[src/rtl/core/ptw_pkg.sv]
// Shared types and constants of the periodic timing wheel.
package ptw_pkg;

    localparam int WHEEL_SLOTS = 16;
    localparam int MAX_TIMERS  = 32;
    localparam int SLOT_BITS   = $clog2(WHEEL_SLOTS);
    localparam int ID_W        = $clog2(MAX_TIMERS);
    localparam int LINK_W      = ID_W + 1;
    localparam int PERIOD_W    = 16;
    localparam int ROUND_W     = PERIOD_W - SLOT_BITS;
    localparam int TIME_W      = 32;
    localparam int KIND_W      = 2;

    localparam logic [LINK_W-1:0] NO_TIMER = LINK_W'(MAX_TIMERS);

    typedef logic [KIND_W-1:0] kind_t;
    localparam kind_t KIND_ADDED   = 2'd0;
    localparam kind_t KIND_REFUSED = 2'd1;
    localparam kind_t KIND_FIRED   = 2'd2;

    typedef enum logic [2:0] {
        ST_IDLE,
        ST_ADD,
        ST_WALK_RD,
        ST_WALK_EV,
        ST_FIRE_RD,
        ST_FIRE_TB,
        ST_FIRE_WR,
        ST_RESP
    } ptw_state_t;

    typedef struct packed {
        logic                link_en;
        logic [ID_W-1:0]     link_addr;
        logic [LINK_W-1:0]   link_data;
        logic                rnd_en;
        logic [ID_W-1:0]     rnd_addr;
        logic [ROUND_W-1:0]  rnd_data;
        logic                per_en;
        logic [PERIOD_W-1:0] per_data;
    } ptw_wr_t;

    typedef struct packed {
        logic [LINK_W-1:0]   link;
        logic [PERIOD_W-1:0] period;
        logic [ROUND_W-1:0]  rounds;
    } ptw_rd_t;

    typedef struct packed {
        kind_t             kind;
        logic [ID_W-1:0]   id;
        logic [TIME_W-1:0] fire_time;
        logic              last;
    } ptw_res_t;

endpackage

[src/rtl/core/ptw_table.sv]
// Per-timer storage: next link, period and rounds left, with registered reads.
module ptw_table
    import ptw_pkg::*;
(
    input  logic            aclk,
    input  logic            rd_en,
    input  logic [ID_W-1:0] rd_addr,
    input  ptw_wr_t         wr,
    output ptw_rd_t         rd
);

    logic [LINK_W-1:0]   link_mem [MAX_TIMERS];
    logic [PERIOD_W-1:0] per_mem  [MAX_TIMERS];
    logic [ROUND_W-1:0]  rnd_mem  [MAX_TIMERS];

    always_ff @(posedge aclk) begin
        if (wr.link_en) begin
            link_mem[wr.link_addr] <= wr.link_data;
        end
        if (wr.rnd_en) begin
            rnd_mem[wr.rnd_addr] <= wr.rnd_data;
        end
        if (wr.per_en) begin
            per_mem[wr.rnd_addr] <= wr.per_data;
        end
    end

    always_ff @(posedge aclk) begin
        if (rd_en) begin
            rd.link   <= link_mem[rd_addr];
            rd.period <= per_mem[rd_addr];
            rd.rounds <= rnd_mem[rd_addr];
        end
    end

endmodule

[src/rtl/core/ptw_ctrl.sv]
// Sequencer of the wheel: slot heads, add, slot walk and reinsertion of fired timers.
module ptw_ctrl
    import ptw_pkg::*;
(
    input  logic                aclk,
    input  logic                aresetn,
    input  logic                s_valid,
    output logic                s_ready,
    input  logic                s_operation,
    input  logic [PERIOD_W-1:0] s_period,
    input  logic [TIME_W-1:0]   s_tick_time,
    output logic                res_valid,
    input  logic                res_ready,
    output ptw_res_t            res,
    output logic                rd_en,
    output logic [ID_W-1:0]     rd_addr,
    output ptw_wr_t             wr,
    input  ptw_rd_t             rd
);

    ptw_state_t          state_reg, state_next;
    logic [TIME_W-1:0]   tick_reg;
    logic [LINK_W-1:0]   used_reg;
    logic [PERIOD_W-1:0] period_reg;
    logic [TIME_W-1:0]   time_reg;
    logic [SLOT_BITS-1:0] slot_reg;
    logic [LINK_W-1:0]   cur_reg;
    logic [LINK_W-1:0]   prev_reg;
    logic [LINK_W-1:0]   nfired_reg;
    logic [LINK_W-1:0]   idx_reg;
    logic [ID_W-1:0]     fired_q_reg;
    logic [LINK_W-1:0]   head_reg [WHEEL_SLOTS];
    logic [ID_W-1:0]     fired_mem [MAX_TIMERS];
    ptw_res_t            res_reg;

    logic                 accept;
    logic                 refuse;
    logic [TIME_W-1:0]    tick_inc;
    logic [PERIOD_W-1:0]  place_period;
    logic [PERIOD_W-1:0]  place_pm1;
    logic [SLOT_BITS-1:0] place_slot;
    logic [ROUND_W-1:0]   place_rounds;
    logic [SLOT_BITS-1:0] head_idx;
    logic [LINK_W-1:0]    head_rd;
    logic                 head_we;
    logic [LINK_W-1:0]    head_wdata;
    logic                 due;
    logic                 fire_done;

    assign accept       = s_valid && s_ready;
    assign refuse       = (s_period == '0) || (used_reg == LINK_W'(MAX_TIMERS));
    assign tick_inc     = tick_reg + TIME_W'(1);
    assign due          = (rd.rounds == '0);
    assign fire_done    = (idx_reg == nfired_reg);

    // The one placement unit, shared by add and by reinsertion of fired timers.
    assign place_period = (state_reg == ST_FIRE_WR) ? rd.period : period_reg;
    assign place_pm1    = place_period - PERIOD_W'(1);
    assign place_slot   = tick_reg[SLOT_BITS-1:0] + place_period[SLOT_BITS-1:0];
    assign place_rounds = place_pm1[PERIOD_W-1:SLOT_BITS];

    always_comb begin
        unique case (state_reg)
            ST_IDLE:    head_idx = tick_inc[SLOT_BITS-1:0];
            ST_WALK_EV: head_idx = slot_reg;
            default:    head_idx = place_slot;
        endcase
    end
    assign head_rd = head_reg[head_idx];

    always_comb begin
        state_next = state_reg;
        unique case (state_reg)
            ST_IDLE: begin
                if (accept) begin
                    if (!s_operation) begin
                        state_next = ST_WALK_RD;
                    end else if (refuse) begin
                        state_next = ST_RESP;
                    end else begin
                        state_next = ST_ADD;
                    end
                end
            end
            ST_ADD:     state_next = ST_RESP;
            ST_WALK_RD: state_next = cur_reg[ID_W] ? ST_FIRE_RD : ST_WALK_EV;
            ST_WALK_EV: state_next = ST_WALK_RD;
            ST_FIRE_RD: state_next = fire_done ? ST_IDLE : ST_FIRE_TB;
            ST_FIRE_TB: state_next = ST_FIRE_WR;
            ST_FIRE_WR: state_next = ST_RESP;
            ST_RESP: begin
                if (res_ready) begin
                    state_next = (res_reg.kind == KIND_FIRED) ? ST_FIRE_RD : ST_IDLE;
                end
            end
            default:    state_next = ST_IDLE;
        endcase
    end

    always_comb begin
        s_ready    = 1'b0;
        res_valid  = 1'b0;
        rd_en      = 1'b0;
        rd_addr    = cur_reg[ID_W-1:0];
        wr         = '0;
        head_we    = 1'b0;
        head_wdata = rd.link;
        unique case (state_reg)
            ST_IDLE: s_ready = 1'b1;
            ST_ADD: begin
                wr.link_en   = 1'b1;
                wr.link_addr = used_reg[ID_W-1:0];
                wr.link_data = head_rd;
                wr.rnd_en    = 1'b1;
                wr.rnd_addr  = used_reg[ID_W-1:0];
                wr.rnd_data  = place_rounds;
                wr.per_en    = 1'b1;
                wr.per_data  = period_reg;
                head_we      = 1'b1;
                head_wdata   = used_reg;
            end
            ST_WALK_RD: rd_en = !cur_reg[ID_W];
            ST_WALK_EV: begin
                if (due) begin
                    if (prev_reg[ID_W]) begin
                        head_we = 1'b1;
                    end else begin
                        wr.link_en   = 1'b1;
                        wr.link_addr = prev_reg[ID_W-1:0];
                        wr.link_data = rd.link;
                    end
                end else begin
                    wr.rnd_en   = 1'b1;
                    wr.rnd_addr = cur_reg[ID_W-1:0];
                    wr.rnd_data = rd.rounds - ROUND_W'(1);
                end
            end
            ST_FIRE_TB: begin
                rd_en   = 1'b1;
                rd_addr = fired_q_reg;
            end
            ST_FIRE_WR: begin
                wr.link_en   = 1'b1;
                wr.link_addr = fired_q_reg;
                wr.link_data = head_rd;
                wr.rnd_en    = 1'b1;
                wr.rnd_addr  = fired_q_reg;
                wr.rnd_data  = place_rounds;
                head_we      = 1'b1;
                head_wdata   = {1'b0, fired_q_reg};
            end
            ST_RESP: res_valid = 1'b1;
            default: s_ready = 1'b0;
        endcase
    end

    assign res = res_reg;

    always_ff @(posedge aclk) begin
        if (!aresetn) begin
            state_reg  <= ST_IDLE;
            tick_reg   <= '0;
            used_reg   <= '0;
            nfired_reg <= '0;
            idx_reg    <= '0;
            for (int i = 0; i < WHEEL_SLOTS; i++) begin
                head_reg[i] <= NO_TIMER;
            end
        end else begin
            state_reg <= state_next;
            if (head_we) begin
                head_reg[head_idx] <= head_wdata;
            end
            unique case (state_reg)
                ST_IDLE: begin
                    if (accept && !s_operation) begin
                        tick_reg   <= tick_inc;
                        nfired_reg <= '0;
                    end
                end
                ST_ADD:     used_reg <= used_reg + LINK_W'(1);
                ST_WALK_RD: idx_reg  <= '0;
                ST_WALK_EV: begin
                    if (due) begin
                        nfired_reg <= nfired_reg + LINK_W'(1);
                    end
                end
                ST_RESP: begin
                    if (res_ready && (res_reg.kind == KIND_FIRED)) begin
                        idx_reg <= idx_reg + LINK_W'(1);
                    end
                end
                default: begin
                end
            endcase
        end
    end

    always_ff @(posedge aclk) begin
        unique case (state_reg)
            ST_IDLE: begin
                if (accept) begin
                    period_reg <= s_period;
                    time_reg   <= s_tick_time;
                    slot_reg   <= tick_inc[SLOT_BITS-1:0];
                    cur_reg    <= head_rd;
                    prev_reg   <= NO_TIMER;
                    res_reg    <= '{kind: KIND_REFUSED, id: '0, fire_time: '0, last: 1'b1};
                end
            end
            ST_ADD: begin
                res_reg <= '{kind: KIND_ADDED, id: used_reg[ID_W-1:0], fire_time: '0,
                             last: 1'b1};
            end
            ST_WALK_EV: begin
                if (due) begin
                    fired_mem[nfired_reg[ID_W-1:0]] <= cur_reg[ID_W-1:0];
                end else begin
                    prev_reg <= cur_reg;
                end
                cur_reg <= rd.link;
            end
            ST_FIRE_RD: fired_q_reg <= fired_mem[idx_reg[ID_W-1:0]];
            ST_FIRE_WR: begin
                res_reg <= '{kind: KIND_FIRED, id: fired_q_reg, fire_time: time_reg,
                             last: (idx_reg + LINK_W'(1)) == nfired_reg};
            end
            default: begin
            end
        endcase
    end

    assert property (@(posedge aclk) disable iff (!aresetn)
        used_reg <= LINK_W'(MAX_TIMERS))
        else $error("Timer count exceeds the table size.");

    assert property (@(posedge aclk) disable iff (!aresetn)
        nfired_reg <= used_reg)
        else $error("More timers fired than exist.");

    assert property (@(posedge aclk) disable iff (!aresetn)
        accept && !s_operation |=> tick_reg == $past(tick_inc))
        else $error("Tick count did not advance by one on a tick item.");

    assert property (@(posedge aclk) disable iff (!aresetn)
        (state_reg == ST_FIRE_TB || state_reg == ST_FIRE_WR) |-> idx_reg < nfired_reg)
        else $error("Reinsertion index ran past the fired list.");

    assert property (@(posedge aclk) disable iff (!aresetn)
        accept && s_operation && !refuse |=> ##1 used_reg == $past(used_reg, 2) + LINK_W'(1))
        else $error("An accepted add did not allocate one timer.");

endmodule

[src/rtl/core/periodic_timing_wheel_top.sv]
// Top level of the periodic timing wheel with its result output register.
//
// The input channel (s_valid, s_ready) takes one item at a time: an add of a
// periodic timer (s_operation high, period in s_period) or one tick of time
// (s_operation low, timestamp in s_tick_time). The result channel
// (m_valid, m_ready) returns one item per result, with m_last on the last
// result of each input item. An add result passes through ST_ADD, ST_RESP and
// the output register to m_valid; a refused add skips ST_ADD. A tick walks the
// list of the slot it lands on, reading and then evaluating each timer in it,
// and reinserts each fired timer and hands it to the output; a tick with nothing
// due returns no result. The per-timer table has one read port, shared by the
// walk and the reinsertion. s_ready is high only while the block is idle, so the
// next item is taken right after the last result of the previous one leaves the
// sequencer. When the receiver stalls, the output register holds the result and
// the sequencer waits. Reset clears the tick count, the timer count and all slot
// heads; timer entries are written before they are ever read.
module periodic_timing_wheel_top
    import ptw_pkg::*;
(
    input  logic                aclk,
    input  logic                aresetn,
    input  logic                s_valid,
    output logic                s_ready,
    input  logic                s_operation,
    input  logic [PERIOD_W-1:0] s_period,
    input  logic [TIME_W-1:0]   s_tick_time,
    output logic                m_valid,
    input  logic                m_ready,
    output logic [KIND_W-1:0]   m_kind,
    output logic [ID_W-1:0]     m_timer_id,
    output logic [TIME_W-1:0]   m_fire_time,
    output logic                m_last
);

    logic            res_valid;
    logic            res_ready;
    ptw_res_t        res;
    logic            rd_en;
    logic [ID_W-1:0] rd_addr;
    ptw_wr_t         wr;
    ptw_rd_t         rd;
    logic            m_valid_reg;
    ptw_res_t        out_reg;

    ptw_ctrl u_ctrl (
        .aclk        (aclk),
        .aresetn     (aresetn),
        .s_valid     (s_valid),
        .s_ready     (s_ready),
        .s_operation (s_operation),
        .s_period    (s_period),
        .s_tick_time (s_tick_time),
        .res_valid   (res_valid),
        .res_ready   (res_ready),
        .res         (res),
        .rd_en       (rd_en),
        .rd_addr     (rd_addr),
        .wr          (wr),
        .rd          (rd)
    );

    ptw_table u_table (
        .aclk    (aclk),
        .rd_en   (rd_en),
        .rd_addr (rd_addr),
        .wr      (wr),
        .rd      (rd)
    );

    assign res_ready = !m_valid_reg || m_ready;

    always_ff @(posedge aclk) begin
        if (!aresetn) begin
            m_valid_reg <= 1'b0;
        end else if (res_ready) begin
            m_valid_reg <= res_valid;
        end
    end

    always_ff @(posedge aclk) begin
        if (res_ready && res_valid) begin
            out_reg <= res;
        end
    end

    assign m_valid     = m_valid_reg;
    assign m_kind      = out_reg.kind;
    assign m_timer_id  = out_reg.id;
    assign m_fire_time = out_reg.fire_time;
    assign m_last      = out_reg.last;

endmodule

[config.mk]
export PLATFORM = sky130hd
export DESIGN_NAME = periodic_timing_wheel_top
export DESIGN_NICKNAME = d
export VERILOG_FILES = /design/src/rtl/core/ptw_pkg.sv /design/src/rtl/core/ptw_table.sv /design/src/rtl/core/ptw_ctrl.sv /design/src/rtl/core/periodic_timing_wheel_top.sv
export SDC_FILE = /design/constraint.sdc
export NUM_CORES = 2
export LEC_CHECK = 0
export ABC_AREA = 0
export BUFFER_PORTS_ARGS = -buffer_cell sky130_fd_sc_hd__clkbuf_2
export CORE_ASPECT_RATIO = 0.5
export CORE_MARGIN = 10
export CORE_UTILIZATION = 33
export DETAILED_ROUTE_END_ITERATION = 10
export PLACE_DENSITY = 0.45
export SLEW_MARGIN = 20
export SYNTH_ARGS = -nofsm -noshare
export SYNTH_HDL_FRONTEND = slang
export SYNTH_SLANG_ARGS = --single-unit
[constraint.sdc]
create_clock -name aclk -period 4.55 [get_ports aclk]
set_clock_uncertainty 0.1 [all_clocks]
set_input_delay 0.91 -clock aclk [delete_from_list [all_inputs] [get_ports aclk]]
set_output_delay 0.91 -clock aclk [all_outputs]
set_load 0.02 [all_outputs]
==> metrics <==
critical path fanouts, max=41; CTS tree=done; remaining antenna violation count after routing=0; Placed Instances=6928; Post-Syn Instances=4358; IO Port Bufs=94; leakage power=23.5 nW; crit path time final=4.24 ns; largest net degree at the start of global routing=93; post-synthesis sequential area ratio=0.734; Max Cap Viol=0; I/O pin count=95; share of cells above drive strength 1=0.152; WP data required=4.95 ns; drt total wl=185 mm; CTS resizes=0; gr usage total=0.171; crit path kind=reg -> reg; routing usage on met3=0.0290; Setup violations, final=0; HPWL after detailed placement=115 mm; Most used DFF post-synth=edfxtp_1; GR peak layer=met2; total CTS buffers=159; Net Count, Synth=4423; vias per cell=5.35; nets=4624; DR pass1 iterations=6; worst slew pin tran=1.08 ns; largest registers=u_table.per_mem x512, u_table.rnd_mem x384, u_table.link_mem x192; final worst path period share=0.932; CTS max path bufs=4; root buf cell=clkbuf_16; vias in the first global route=37458; P per Cell Area=668 nW/µm²; Worst IR Drop VDD=374 µV; Yosys warnings=0; register bit total from synthesis=1553; Post-CTS Hold Fix Bufs=0; clk_lat worst skew=0.81 ns; crit path launch=u_ctrl.state_reg[1]$_SDFFE_PN0P_; die area=210000 µm²; Post-synth ARST share=0; status=finished clean; reg2reg start=u_ctrl.state_reg[1]$_SDFFE_PN0P_; Initial Utilization=0.332; final hold violation count=0; RSZ-0062 raised after global routing=false; HP Start=s_tick_time[15]; total clock sinks=1553; pins over their slew limit=0; Avg WL per Cell=25.7 µm; met1 GRT Util=0.254; Starting DRT DRC Count=3364; Fin Hold WS=0.190 ns; Filler cells=17736; via count=38550; Die Height=329 µm; Post-Route Utilization=0.383; core area=190000 µm²; max FFs per register=512; global-route wire length before repair=269 mm; fmax=236 MHz; Die X=639 µm; Worst EP arrival=4.64 ns; initial antenna violation count=5; H-tree depth=4; row count=113; normalized max-slew margin=0.273; synth unique cells=72; average size of a mapped cell=14.5 µm²; synthesized area=63200 µm²; setup repair bufs after CTS=0; Worst-path clk slew=0.07 ns; Post-synth EDFFs=1527; GPL Wtd Cong=0.874; CP Launch Type=flip-flop; min-delay worst type=in -> reg; area growth from synthesis to layout=15.3%; total gr overflow=0; Setup TNS=0 ns; GR Layer Usage met2=0.261; DRC=0; CP Capture Type=flip-flop; Top reg by flops=u_table.per_mem; Post-Layout Cell Count=7201
cell usage in the layout (no fill, tap or decap), drive strengths merged, types with 28 or more instances in the layout:
cell    synthesis  routed
and2          334     334
a21oi          28      28
and3           45      45
edfxtp       1527    1527
xnor2          30      30
nor4           55      55
o21ai          47      47
buf           109     273
mux4           50      50
nor3          119     119
nand3          32      32
a31oi         145     145
nand2         617     617
a311oi        136     136
mux2i          28      28
clkbuf        218     297
a211oi        448     448
clkinv          0      50
nor2          183     183
area by class of cell:
type | instances | area (µm²) | area share
inverter | 19 | 71.3 | 0.000979
clock inverter | 68 | 541 | 0.00742
antenna | 2 | 5.00 | 0.0000687
clock buffer | 203 | 4230 | 0.0580
tap | 2530 | 3170 | 0.0434
sequential | 1553 | 46400 | 0.636
multi-input combinational | 2459 | 15700 | 0.215
timing repair buffer | 367 | 2800 | 0.0385
routing by layer:
layer | routed length (µm) | share of wire
met1 | 88900 | 0.48
met2 | 81700 | 0.44
met3 | 11000 | 0.059
met4 | 3680 | 0.020
met5 | 13 | 0.000070
stage by stage:
step | cell area [µm²] | setup WS (ns) | power (W)
after floorplan | 63200 | 0.706 | 0.0288
after global placement | 68000 | -0.250 | 0.0363
after detailed placement | 68100 | 0.406 | 0.0366
after CTS | 72900 | 0.396 | 0.0491
after global routing | 72900 | 0.148 | 0.0510
final | 72900 | 0.309 | 0.0487
logic make-up after synthesis:
| kind of cell | after synthesis | synth area share |
|---|---|---|
| AND/OR/NAND/NOR | 1444 | 0.110 |
| AO/OA/AOI/OAI | 863 | 0.100 |
| XOR/XNOR | 53 | 0.00735 |
| flip-flops | 1553 | 0.734 |
| buffers and inverters | 346 | 0.0226 |
| adder cells (fa/ha/maj) | 12 | 0.00238 |
| multiplexers | 87 | 0.0239 |
cells in the mapped netlist (all sizes together), types with 6 or more instances:
master  count  area (µm²)
dfxtp      26         521
mux4       50        1130
nand4       7        50.1
nand3b      7        65.1
a22o        7        62.6
nand3      32         160
xor2       23         201
buf       109         536
nand2b      8        50.1
and2      334        2090
a31oi     145         907
mux2i      28         284
nor2b       8        50.1
a221oi     12         105
nor4       55         350
clkbuf    218         818
nor3b       9        72.6
edfxtp   1527       45900
xnor2      30         263
a21oi      28         140
inv        19        71.3
mux2        9         101
a311oi    136        1190
and3       45         282
nand2     617        2320
o21ai      47         235
a211oi    448        3370
ha         12         150
nor3      119         601
or3         6        37.5
nor2      183         692
power breakdown:
part	switching (W)	total (W)	internal [W]
logic	0.0125	0.0173	0.00479
registers	0.000529	0.0190	0.0185
clock network	0.00546	0.0125	0.00700
worst paths after layout:
kind / end / slack, ns / depth (start not counted)
worst max-delay path: u_table.rd[13]$_DFFE_PP_ / 0.31 / 10
worst min-delay path: u_ctrl.time_reg[15]$_DFFE_PP_ / 0.19 / 1
worst min register to register: m_fire_time[1]$_DFFE_PP_ / 0.32 / 0
worst max register to register: u_table.rd[13]$_DFFE_PP_ / 0.31 / 10
worst max-delay path, cell delays in order, from the launching register on:
cell,delay (ns)
dfxtp_1,0.39
buf_4,0.26
nand3b_1,0.39
mux2i_4,0.37
buf_12,0.27
buf_4,0.51
buf_4,0.32
a211oi_1,0.08
a311oi_1,0.31
a211oi_1,0.10
nor4_2,0.69
No activity file was read; power rests on OpenSTA's default activity.
